File: src/hw/rtl/mpd_pkg.sv
`timescale 1ns / 1ps

package mpd_pkg;

   localparam int FLD_W        = 3;
   localparam int SZ_W         = 8;
   localparam int CSR_DATA_W   = 4;
   localparam int CSR_IDX_W    = 3;
   localparam int MAX_RESULTS  = 64;
   localparam int OUT_CNT_W    = 7;
   localparam int DIR_W        = 3;
   localparam int DEF_MAX_ROWS = 8;
   localparam int DEF_MAX_COLS = 8;

   typedef enum logic [1:0] {
      OP_BLOCK  = 2'd0,
      OP_CLEAR  = 2'd1,
      OP_SEARCH = 2'd2,
      OP_NONE   = 2'd3
   } op_type;

   typedef enum logic [1:0] {
      DIR_RIGHT = 2'd0,
      DIR_DOWN  = 2'd1,
      DIR_LEFT  = 2'd2,
      DIR_UP    = 2'd3
   } dir_type;

   localparam logic [DIR_W-1:0] DIR_END = 3'd4;

   localparam logic [CSR_IDX_W-1:0] CSR_NUM_ROWS  = 3'd0;
   localparam logic [CSR_IDX_W-1:0] CSR_NUM_COLS  = 3'd1;
   localparam logic [CSR_IDX_W-1:0] CSR_START_ROW = 3'd2;
   localparam logic [CSR_IDX_W-1:0] CSR_START_COL = 3'd3;
   localparam logic [CSR_IDX_W-1:0] CSR_GOAL_ROW  = 3'd4;
   localparam logic [CSR_IDX_W-1:0] CSR_GOAL_COL  = 3'd5;

endpackage

File: src/hw/rtl/mpd_ram.sv
`timescale 1ns / 1ps

module mpd_ram #(
   parameter int WIDTH  = 1,
   parameter int ADDR_W = 6
) (
   input  logic              clock,
   input  logic              wr_en,
   input  logic [ADDR_W-1:0] wr_addr,
   input  logic [WIDTH-1:0]  wr_data,
   input  logic              rd_en,
   input  logic [ADDR_W-1:0] rd_addr,
   output logic [WIDTH-1:0]  rd_data
);

   logic [WIDTH-1:0] ram_ff [2**ADDR_W];
   logic [WIDTH-1:0] rd_data_ff;

   always_ff @(posedge clock) begin
      if (wr_en) begin
         ram_ff[wr_addr] <= wr_data;
      end
      if (rd_en) begin
         rd_data_ff <= ram_ff[rd_addr];
      end
   end

   assign rd_data = rd_data_ff;

endmodule

File: src/hw/rtl/mpd_nbr.sv
`timescale 1ns / 1ps

module mpd_nbr
   import mpd_pkg::*;
#(
   parameter int ROW_W = 3,
   parameter int COL_W = 3
) (
   input  logic [ROW_W-1:0] row,
   input  logic [COL_W-1:0] col,
   input  dir_type          dir,
   input  logic [SZ_W-1:0]  rows_used,
   input  logic [SZ_W-1:0]  cols_used,
   output logic [ROW_W-1:0] nbr_row,
   output logic [COL_W-1:0] nbr_col,
   output logic             nbr_inside
);

   logic [SZ_W-1:0] row_ext;
   logic [SZ_W-1:0] col_ext;

   assign row_ext = SZ_W'(row);
   assign col_ext = SZ_W'(col);

   always_comb begin
      nbr_row    = row;
      nbr_col    = col;
      nbr_inside = 1'b0;
      unique case (dir)
         DIR_RIGHT: begin
            nbr_col    = col + COL_W'(1);
            nbr_inside = (col_ext + SZ_W'(1)) < cols_used;
         end
         DIR_DOWN: begin
            nbr_row    = row + ROW_W'(1);
            nbr_inside = (row_ext + SZ_W'(1)) < rows_used;
         end
         DIR_LEFT: begin
            nbr_col    = col - COL_W'(1);
            nbr_inside = (col != '0);
         end
         DIR_UP: begin
            nbr_row    = row - ROW_W'(1);
            nbr_inside = (row != '0);
         end
         default: begin
            nbr_inside = 1'b0;
         end
      endcase
   end

endmodule

File: src/hw/rtl/maze_path_dfs.sv
`timescale 1ns / 1ps

// Channel  Direction  Handshake                  Payload
// req      in         req_tvalid / req_tready    tuser: op; tdata: cell_row, cell_col
// rsp      out        rsp_tvalid / rsp_tready    tuser: found; tdata: step_row, step_col;
//                                                tlast: last
// csr      in         csr_wr_en                  csr_index, csr_wdata
//
// A block request is written as it is taken; a clear request sweeps both grid stores. In a
// search, each neighbor probe (S_STEP then S_PROBE) and each backtrack (S_STEP then S_POP)
// waits on a registered read of the grid or stack memories, a neighbor off the grid is
// skipped in S_STEP alone, and each path cell is read (S_EMIT_RD) and then sent (S_EMIT).
// After reset a clearing pass over all 2**CELL_W cells (64 at the default size) runs before
// the first request is taken. A stalled response holds the search at the emitting cell.

module maze_path_dfs
   import mpd_pkg::*;
#(
   parameter int MAX_ROWS = DEF_MAX_ROWS,
   parameter int MAX_COLS = DEF_MAX_COLS
) (
   input  logic                  clock,
   input  logic                  reset,
   input  logic                  req_tvalid,
   output logic                  req_tready,
   input  logic [7:0]            req_tdata,  // cell_row, cell_col, zero fill
   input  logic [1:0]            req_tuser,  // op
   output logic                  rsp_tvalid,
   input  logic                  rsp_tready,
   output logic [7:0]            rsp_tdata,  // step_row, step_col, zero fill
   output logic [0:0]            rsp_tuser,  // found
   output logic                  rsp_tlast,
   input  logic                  csr_wr_en,
   input  logic [CSR_IDX_W-1:0]  csr_index,
   input  logic [CSR_DATA_W-1:0] csr_wdata
);

   localparam int ROW_W  = $clog2(MAX_ROWS);
   localparam int COL_W  = $clog2(MAX_COLS);
   localparam int CELL_W = ROW_W + COL_W;
   localparam int DEP_W  = CELL_W + 1;
   localparam int STK_W  = CELL_W + DIR_W;

   typedef enum logic [3:0] {
      S_CLEAR,
      S_IDLE,
      S_START,
      S_START_CHK,
      S_STEP,
      S_PROBE,
      S_POP,
      S_EMIT_RD,
      S_EMIT,
      S_MISS
   } state_type;

   logic [3:0]       num_rows_ff;
   logic [3:0]       num_cols_ff;
   logic [FLD_W-1:0] start_row_ff;
   logic [FLD_W-1:0] start_col_ff;
   logic [FLD_W-1:0] goal_row_ff;
   logic [FLD_W-1:0] goal_col_ff;

   state_type          state_ff, state_in;
   logic [ROW_W-1:0]   top_row_ff, top_row_in;
   logic [COL_W-1:0]   top_col_ff, top_col_in;
   logic [DIR_W-1:0]   top_dir_ff, top_dir_in;
   logic [ROW_W-1:0]   nxt_row_ff, nxt_row_in;
   logic [COL_W-1:0]   nxt_col_ff, nxt_col_in;
   logic [DEP_W-1:0]   depth_ff, depth_in;
   logic [DEP_W-1:0]   idx_ff, idx_in;
   logic [OUT_CNT_W-1:0] out_cnt_ff, out_cnt_in;
   logic [CELL_W-1:0]  clr_ff, clr_in;
   logic               rsp_valid_ff, rsp_valid_in;
   logic [FLD_W-1:0]   rsp_row_ff, rsp_row_in;
   logic [FLD_W-1:0]   rsp_col_ff, rsp_col_in;
   logic               rsp_found_ff, rsp_found_in;
   logic               rsp_last_ff, rsp_last_in;

   logic [SZ_W-1:0]    rows_used;
   logic [SZ_W-1:0]    cols_used;
   logic [ROW_W-1:0]   nbr_row;
   logic [COL_W-1:0]   nbr_col;
   logic               nbr_inside;

   logic               blk_we, blk_wd, blk_re, blk_rd;
   logic [CELL_W-1:0]  blk_wa, blk_ra;
   logic               onp_we, onp_wd, onp_re, onp_rd;
   logic [CELL_W-1:0]  onp_wa, onp_ra;
   logic               stk_we, stk_re;
   logic [CELL_W-1:0]  stk_wa, stk_ra;
   logic [STK_W-1:0]   stk_wd, stk_rd;

   logic               req_take;
   logic               out_free;
   op_type             req_op;
   logic [FLD_W-1:0]   req_row;
   logic [FLD_W-1:0]   req_col;
   logic [DEP_W-1:0]   depth_m1;
   logic [DEP_W-1:0]   depth_m2;
   logic               start_inside;
   logic               at_goal;
   logic [ROW_W-1:0]   stk_row;
   logic [COL_W-1:0]   stk_col;
   logic               last_cell;

   always_ff @(posedge clock) begin
      if (reset) begin
         num_rows_ff  <= 4'd8;
         num_cols_ff  <= 4'd8;
         start_row_ff <= 3'd0;
         start_col_ff <= 3'd0;
         goal_row_ff  <= 3'd7;
         goal_col_ff  <= 3'd7;
      end else if (csr_wr_en) begin
         unique case (csr_index)
            CSR_NUM_ROWS:  num_rows_ff  <= csr_wdata;
            CSR_NUM_COLS:  num_cols_ff  <= csr_wdata;
            CSR_START_ROW: start_row_ff <= csr_wdata[FLD_W-1:0];
            CSR_START_COL: start_col_ff <= csr_wdata[FLD_W-1:0];
            CSR_GOAL_ROW:  goal_row_ff  <= csr_wdata[FLD_W-1:0];
            CSR_GOAL_COL:  goal_col_ff  <= csr_wdata[FLD_W-1:0];
            default: begin
            end
         endcase
      end
   end

   assign rows_used = (SZ_W'(num_rows_ff) > SZ_W'(MAX_ROWS)) ? SZ_W'(MAX_ROWS)
                                                              : SZ_W'(num_rows_ff);
   assign cols_used = (SZ_W'(num_cols_ff) > SZ_W'(MAX_COLS)) ? SZ_W'(MAX_COLS)
                                                              : SZ_W'(num_cols_ff);

   mpd_nbr #(
      .ROW_W(ROW_W),
      .COL_W(COL_W)
   ) u_nbr (
      .row       (top_row_ff),
      .col       (top_col_ff),
      .dir       (dir_type'(top_dir_ff[1:0])),
      .rows_used (rows_used),
      .cols_used (cols_used),
      .nbr_row   (nbr_row),
      .nbr_col   (nbr_col),
      .nbr_inside(nbr_inside)
   );

   mpd_ram #(.WIDTH(1), .ADDR_W(CELL_W)) u_blocked (
      .clock  (clock),
      .wr_en  (blk_we),
      .wr_addr(blk_wa),
      .wr_data(blk_wd),
      .rd_en  (blk_re),
      .rd_addr(blk_ra),
      .rd_data(blk_rd)
   );

   mpd_ram #(.WIDTH(1), .ADDR_W(CELL_W)) u_on_path (
      .clock  (clock),
      .wr_en  (onp_we),
      .wr_addr(onp_wa),
      .wr_data(onp_wd),
      .rd_en  (onp_re),
      .rd_addr(onp_ra),
      .rd_data(onp_rd)
   );

   mpd_ram #(.WIDTH(STK_W), .ADDR_W(CELL_W)) u_stack (
      .clock  (clock),
      .wr_en  (stk_we),
      .wr_addr(stk_wa),
      .wr_data(stk_wd),
      .rd_en  (stk_re),
      .rd_addr(stk_ra),
      .rd_data(stk_rd)
   );

   assign req_tready   = (state_ff == S_IDLE);
   assign req_take     = req_tvalid && req_tready;
   assign req_op       = op_type'(req_tuser);
   assign req_row      = req_tdata[FLD_W-1:0];
   assign req_col      = req_tdata[2*FLD_W-1:FLD_W];
   assign out_free     = !rsp_valid_ff || rsp_tready;
   assign depth_m1     = depth_ff - DEP_W'(1);
   assign depth_m2     = depth_ff - DEP_W'(2);
   assign start_inside = (SZ_W'(start_row_ff) < rows_used) &&
                         (SZ_W'(start_col_ff) < cols_used);
   assign at_goal      = (SZ_W'(top_row_ff) == SZ_W'(goal_row_ff)) &&
                         (SZ_W'(top_col_ff) == SZ_W'(goal_col_ff));
   assign stk_row      = stk_rd[CELL_W-1:COL_W];
   assign stk_col      = stk_rd[COL_W-1:0];
   assign last_cell    = (idx_ff == depth_m1);

   always_comb begin
      state_in     = state_ff;
      top_row_in   = top_row_ff;
      top_col_in   = top_col_ff;
      top_dir_in   = top_dir_ff;
      nxt_row_in   = nxt_row_ff;
      nxt_col_in   = nxt_col_ff;
      depth_in     = depth_ff;
      idx_in       = idx_ff;
      out_cnt_in   = out_cnt_ff;
      clr_in       = clr_ff;
      rsp_valid_in = rsp_valid_ff && !rsp_tready;
      rsp_row_in   = rsp_row_ff;
      rsp_col_in   = rsp_col_ff;
      rsp_found_in = rsp_found_ff;
      rsp_last_in  = rsp_last_ff;

      blk_we = 1'b0;
      blk_wa = clr_ff;
      blk_wd = 1'b0;
      blk_re = 1'b0;
      blk_ra = {nbr_row, nbr_col};
      onp_we = 1'b0;
      onp_wa = clr_ff;
      onp_wd = 1'b0;
      onp_re = 1'b0;
      onp_ra = {nbr_row, nbr_col};
      stk_we = 1'b0;
      stk_wa = depth_m1[CELL_W-1:0];
      stk_wd = {top_dir_ff, top_row_ff, top_col_ff};
      stk_re = 1'b0;
      stk_ra = depth_m2[CELL_W-1:0];

      unique case (state_ff)
         S_CLEAR: begin
            blk_we = 1'b1;
            onp_we = 1'b1;
            clr_in = clr_ff + CELL_W'(1);
            if (clr_ff == '1) begin
               state_in = S_IDLE;
            end
         end
         S_IDLE: begin
            if (req_take) begin
               unique case (req_op)
                  OP_BLOCK: begin
                     if ((SZ_W'(req_row) < SZ_W'(MAX_ROWS)) &&
                         (SZ_W'(req_col) < SZ_W'(MAX_COLS))) begin
                        blk_we = 1'b1;
                        blk_wa = {ROW_W'(req_row), COL_W'(req_col)};
                        blk_wd = 1'b1;
                     end
                  end
                  OP_CLEAR: begin
                     clr_in   = '0;
                     state_in = S_CLEAR;
                  end
                  OP_SEARCH: begin
                     depth_in = '0;
                     state_in = S_START;
                  end
                  OP_NONE: begin
                  end
                  default: begin
                  end
               endcase
            end
         end
         S_START: begin
            blk_re     = 1'b1;
            blk_ra     = {ROW_W'(start_row_ff), COL_W'(start_col_ff)};
            top_row_in = ROW_W'(start_row_ff);
            top_col_in = COL_W'(start_col_ff);
            top_dir_in = '0;
            state_in   = S_START_CHK;
         end
         S_START_CHK: begin
            if (start_inside && !blk_rd) begin
               onp_we   = 1'b1;
               onp_wa   = {top_row_ff, top_col_ff};
               onp_wd   = 1'b1;
               depth_in = DEP_W'(1);
               state_in = S_STEP;
            end else begin
               state_in = S_MISS;
            end
         end
         S_STEP: begin
            if (at_goal) begin
               stk_we     = 1'b1;
               idx_in     = '0;
               out_cnt_in = '0;
               state_in   = S_EMIT_RD;
            end else if (top_dir_ff >= DIR_END) begin
               onp_we   = 1'b1;
               onp_wa   = {top_row_ff, top_col_ff};
               onp_wd   = 1'b0;
               depth_in = depth_m1;
               if (depth_m1 == '0) begin
                  state_in = S_MISS;
               end else begin
                  stk_re   = 1'b1;
                  state_in = S_POP;
               end
            end else begin
               top_dir_in = top_dir_ff + DIR_W'(1);
               if (nbr_inside) begin
                  blk_re     = 1'b1;
                  onp_re     = 1'b1;
                  nxt_row_in = nbr_row;
                  nxt_col_in = nbr_col;
                  state_in   = S_PROBE;
               end
            end
         end
         S_PROBE: begin
            if (!blk_rd && !onp_rd) begin
               stk_we     = 1'b1;
               onp_we     = 1'b1;
               onp_wa     = {nxt_row_ff, nxt_col_ff};
               onp_wd     = 1'b1;
               top_row_in = nxt_row_ff;
               top_col_in = nxt_col_ff;
               top_dir_in = '0;
               depth_in   = depth_ff + DEP_W'(1);
            end
            state_in = S_STEP;
         end
         S_POP: begin
            top_row_in = stk_row;
            top_col_in = stk_col;
            top_dir_in = stk_rd[STK_W-1:CELL_W];
            state_in   = S_STEP;
         end
         S_EMIT_RD: begin
            stk_re   = 1'b1;
            stk_ra   = idx_ff[CELL_W-1:0];
            state_in = S_EMIT;
         end
         S_EMIT: begin
            onp_wa = {stk_row, stk_col};
            onp_wd = 1'b0;
            if (out_cnt_ff < OUT_CNT_W'(MAX_RESULTS)) begin
               if (out_free) begin
                  rsp_valid_in = 1'b1;
                  rsp_row_in   = FLD_W'(stk_row);
                  rsp_col_in   = FLD_W'(stk_col);
                  rsp_found_in = 1'b1;
                  rsp_last_in  = last_cell ||
                                 (out_cnt_ff == OUT_CNT_W'(MAX_RESULTS - 1));
                  out_cnt_in   = out_cnt_ff + OUT_CNT_W'(1);
                  onp_we       = 1'b1;
               end
            end else begin
               onp_we = 1'b1;
            end
            if (onp_we) begin
               if (last_cell) begin
                  depth_in = '0;
                  state_in = S_IDLE;
               end else begin
                  idx_in   = idx_ff + DEP_W'(1);
                  state_in = S_EMIT_RD;
               end
            end
         end
         S_MISS: begin
            if (out_free) begin
               rsp_valid_in = 1'b1;
               rsp_row_in   = '0;
               rsp_col_in   = '0;
               rsp_found_in = 1'b0;
               rsp_last_in  = 1'b1;
               depth_in     = '0;
               state_in     = S_IDLE;
            end
         end
         default: begin
            state_in = S_IDLE;
         end
      endcase
   end

   always_ff @(posedge clock) begin
      if (reset) begin
         state_ff     <= S_CLEAR;
         clr_ff       <= '0;
         depth_ff     <= '0;
         idx_ff       <= '0;
         out_cnt_ff   <= '0;
         rsp_valid_ff <= 1'b0;
         top_row_ff   <= '0;
         top_col_ff   <= '0;
         top_dir_ff   <= '0;
         nxt_row_ff   <= '0;
         nxt_col_ff   <= '0;
         rsp_row_ff   <= '0;
         rsp_col_ff   <= '0;
         rsp_found_ff <= 1'b0;
         rsp_last_ff  <= 1'b0;
      end else begin
         state_ff     <= state_in;
         clr_ff       <= clr_in;
         depth_ff     <= depth_in;
         idx_ff       <= idx_in;
         out_cnt_ff   <= out_cnt_in;
         rsp_valid_ff <= rsp_valid_in;
         top_row_ff   <= top_row_in;
         top_col_ff   <= top_col_in;
         top_dir_ff   <= top_dir_in;
         nxt_row_ff   <= nxt_row_in;
         nxt_col_ff   <= nxt_col_in;
         rsp_row_ff   <= rsp_row_in;
         rsp_col_ff   <= rsp_col_in;
         rsp_found_ff <= rsp_found_in;
         rsp_last_ff  <= rsp_last_in;
      end
   end

   assign rsp_tvalid   = rsp_valid_ff;
   assign rsp_tdata    = {{(8 - 2 * FLD_W){1'b0}}, rsp_col_ff, rsp_row_ff};
   assign rsp_tuser[0] = rsp_found_ff;
   assign rsp_tlast    = rsp_last_ff;

   a_idle_empty: assert property (@(posedge clock) disable iff (reset)
      state_ff == S_IDLE |-> depth_ff == '0)
      else $error("Path stack is not empty while idle.");

   a_miss_shape: assert property (@(posedge clock) disable iff (reset)
      rsp_valid_ff && !rsp_found_ff |-> rsp_last_ff && rsp_row_ff == '0 && rsp_col_ff == '0)
      else $error("Not-found response is malformed.");

   a_dir_range: assert property (@(posedge clock) disable iff (reset)
      state_ff == S_STEP |-> top_dir_ff <= DIR_END)
      else $error("Direction counter ran past the last neighbor.");

   a_out_cap: assert property (@(posedge clock) disable iff (reset)
      out_cnt_ff <= OUT_CNT_W'(MAX_RESULTS))
      else $error("More path cells sent than allowed.");

endmodule

File: config.mk
export PLATFORM = sky130hd
export DESIGN_NAME = maze_path_dfs
export DESIGN_NICKNAME = d
export VERILOG_FILES = /design/src/hw/rtl/mpd_pkg.sv /design/src/hw/rtl/mpd_ram.sv /design/src/hw/rtl/mpd_nbr.sv /design/src/hw/rtl/maze_path_dfs.sv
export SDC_FILE = /design/constraint.sdc
export NUM_CORES = 1
export LEC_CHECK = 0
export ABC_AREA = 1
export ABC_CLOCK_PERIOD_IN_PS = 3500
export BUFFER_PORTS_ARGS = -buffer_cell sky130_fd_sc_hd__buf_2
export CORE_ASPECT_RATIO = 1.2
export CORE_UTILIZATION = 45
export CTS_BUF_LIST = sky130_fd_sc_hd__clkbuf_8
export DETAILED_ROUTE_END_ITERATION = 10
export GPL_ROUTABILITY_DRIVEN = 0
export PLACE_DENSITY = 0.73
export RECOVER_POWER = 25
export SETUP_SLACK_MARGIN = 0.05
export SLEW_MARGIN = 10
export SYNTH_ARGS = -nofsm -noshare
export SYNTH_HDL_FRONTEND = slang
export SYNTH_HIERARCHICAL = 1
export SYNTH_SLANG_ARGS = --single-unit
File: constraint.sdc
create_clock -name clock -period 3.5 [get_ports clock]
set_input_delay 0.35 -clock clock [delete_from_list [all_inputs] [get_ports clock]]
set_output_delay 0.35 -clock clock [all_outputs]
set_load 0.005 [all_outputs]
==> metrics.md <==
| Metric | Value |
|---|---|
| Sequential power share | `0.476` |
| Crit share post-route | `0.941` |
| Iter 0 DRT Violations | `2,312` |
| First-pass GRT wire length | `roughly 140,000 um` |
| Slew @ Worst Pin | `about 1600 ps` |
| Max Cap Viol | `2` |
| Synth top area cells | `edfxtp_1 (61%), nand2_1 (12%), nand3_1 (9.3%), dfxtp_1 (4.2%), nor2_1 (2.9%)` |
| Grt total ovfl | `0` |
| Failing checks | `capacitance limit, slew limit` |
| Switch share | `0.298` |
| TritonCTS Buffers | `around 120` |
| Die width | `about 260 um` |
| First-pass DRT Iterations | `5` |
| Setup TNS | `0 ps` |
| Pwr/cell area | `about 550 mW/mm^2` |
| ANT nets after route | `0` |
| Worst setup SP type | `register` |
| Ys async rst share | `0` |
| Most frequent cell after synthesis | `nand2_1` |
| DRC | `0` |
| Clk root buf | `clkbuf_8` |
| DIE HEIGHT | `between 300 and 400 um` |
| DP Wirelength | `between 50,000 and 60,000 um` |
| Clk slew on worst S/H paths | `approximately 70 ps` |
| Wirelength per Cell | `between 15 and 20 um` |
| Post-synth top cells | `nand2_1 (1,106), edfxtp_1 (715), nand3_1 (657)` |
| Layout cells sized above 1 | `0.105` |
| Crit end category | `register` |
| Global Route Usage Sum | `0.219` |
| Min Tclk post-route | `3290 ps` |
| Synth Register Bits | `between 700 and 800` |
| Clock Tree Buf Depth | `3` |
| Final Setup Violations | `0` |
| Overall routed net length | `roughly 90,000 um` |
| Clock Sinks | `slightly below 800` |
| P_int | `around 0.015 W` |
| I/O Pins | `34` |
| Leakage | `approximately 15 nW` |
| Nets | `approximately 3.7k` |
| Status | `finished, violations left` |
| Largest net degree at the start of global routing | `between 100 and 150` |
| H-tree depth | `3` |
| Max VDD drop | `0.514 mV` |
| Worst Skew | `slightly above 60 ps` |
| Mapped Cells | `3,500` |
| Sequential share of the synthesized area | `0.649` |
| Cell area after layout | `about 0.039 mm^2` |
| Starting Density | `0.455` |
| Maximum clock rate | `between 0.3 and 0.4 GHz` |
| Port Buffer Count | `29` |
| Vias in the first global route | `25.1k` |
| Row count | `between 100 and 150` |
| RSZ-0062 raised after global routing | `yes` |
| Clock network power share | `0.345` |
| Area grow syn2layout | `11.6%` |
| Setup CP Type | `register to register` |
| Max-slew headroom | `-0.0358` |
| Drt via density | `5.41` |
| Cell area after synthesis | `~0.035 mm^2` |
| Area share of the largest cell type after synthesis | `0.607` |
| Die ar. | `approximately 0.08 mm^2` |
| Largest area contributor in the netlist | `edfxtp_1` |
| Worst Path Max Fanout | `9` |
| Avg Inst Size Synth | `a little over 10 um^2` |
| HP Class | `primary input to register` |
| Synth warnings | `6` |
| Pins Over Slew Limit | `95` |
| Post-DP Area | `approximately 0.037 mm^2` |
| Initial antenna violation count | `1` |
| Library cells used by synthesis | `55` |
| Layout Utilization | `0.508` |
| Comb pwr share | `0.178` |
| Crit path DAT | `approximately 3700 ps` |
| Area of the core | `slightly below 0.08 mm^2` |
| Vias | `roughly 26k` |
| WP data required | `roughly 4000 ps` |
| Clock Latency Late Sink | `~800 ps` |
| Net Switching | `between 0.006 and 0.007 W` |
| CTS tree | `done` |
| Post-synth EDFFs | `approximately 700` |
| Main flop type after synthesis | `edfxtp_1` |
| Hold Violations, Final | `0` |
-- registers in the layout (all words and copies together) (netlist names), 6 cells and up --
| signal | flops |
|---|---|
| clr_ff | 6 |
| depth_ff | 7 |
| idx_ff | 7 |
| out_cnt_ff | 7 |
| u_blocked/ram_ff | 64 |
| u_on_path/ram_ff | 64 |
| u_stack/ram_ff | 576 |
| u_stack/rd_data | 9 |
-- layer usage --
metal  wire length [um]  part of all wire  global-route usage
met2              43800              0.50               0.383
met4               4320             0.049               0.117
met1              33200              0.38               0.259
met3               6190             0.071              0.0356
met5                  0                 0                   0
-- worst paths after layout --
kind                     endpoint  cells past startpoint  slack, ps           start
max reg2reg  u_on_path/ram_ff[22]                     17        210  num_rows_ff[3]
min reg2reg         out_cnt_ff[4]                      2        440   out_cnt_ff[4]
max          u_on_path/ram_ff[22]                     17        210  num_rows_ff[3]
min               start_row_ff[0]                      5         50    csr_index[0]
-- per-stage QoR --
stage / std cells / setup WS, ps / hold slack, ps / power (W)
global placement: 4523 / 273 / 434 / 0.0142
floorplan: 3509 / 95.4 / 421 / 0.0131
global route: 4759 / 8.59 / 58.2 / 0.0225
finish: 4759 / 206 / 50.1 / 0.0216
detailed placement: 4523 / 243 / 432 / 0.0142
CTS: 4754 / 168 / 2.68 / 0.0216
-- power by group through the flow --
stage / combinational [W] / clock (W) / sequential (W)
2_1_floorplan: 0.00262 / 0 / 0.0105
3_3_place_gp: 0.00368 / 0 / 0.0105
3_5_place_dp: 0.00374 / 0 / 0.0105
4_1_cts: 0.00376 / 0.00759 / 0.0103
5_1_grt: 0.00421 / 0.00799 / 0.0103
6_report: 0.00386 / 0.00746 / 0.0103
-- what timing repair did --
item                       4_1_cts  5_1_grt
hold buffers                    12        0
setup endpoints to repair        0       51
buffers inserted                 0        4
hold endpoints to repair        33        0
resized for setup                0        5
-- cells by family after synthesis --
logic type | Yosys count | synth area share
and+or+nand+nor | 2136 | 0.258
DFF | 790 | 0.649
buffers and inverters | 354 | 0.0501
AOI/OAI and AO/OA | 178 | 0.0291
adders and majority gates | 27 | 0.00997
xor gates and xnor gates | 14 | 0.00347
other | 1 | 0.000106
-- critical path, stage by stage (launching register included) --
cell and delay [ps]:
dfxtp_1 340, inv_1 130, a31oi_1 50, nor2_1 150
inv_1 70, ha_1 270, inv_1 50, o21bai_1 70
nand3_1 100, nand3_2 210, nand2_1 160, nand3_1 100
o21ai_0 190, o211ai_1 180, buf_4 210, nor3_1 300
nand2_1 210, nor2_1 170
-- layout make-up --
type	instances	area, um^2
Tap cell	1026	1280
Clock inverter	99	694
Inverter	185	717
Timing Repair Buffer	173	1380
Multi-Input combinational cell	2365	10800
Sequential cell	790	23000
Fill cell	6744	38300
Antenna cell	1	2.50
Clock buffer	120	1650
-- placed cells by master, fill, tap and decap left out, types with 21 or more instances in the layout --
| master | instances |
|---|---|
| a21oi_1 | 55 |
| buf_2 | 29 |
| buf_4 | 120 |
| clkbuf_8 | 120 |
| clkinv_1 | 31 |
| dfxtp_1 | 75 |
| edfxtp_1 | 715 |
| ha_1 | 25 |
| inv_1 | 197 |
| inv_2 | 21 |
| nand2_1 | 1104 |
| nand3_1 | 657 |
| nand4_1 | 26 |
| nor2_1 | 268 |
| nor3_1 | 28 |
| o21ai_0 | 65 |
Power figures use the tool's default switching activity.
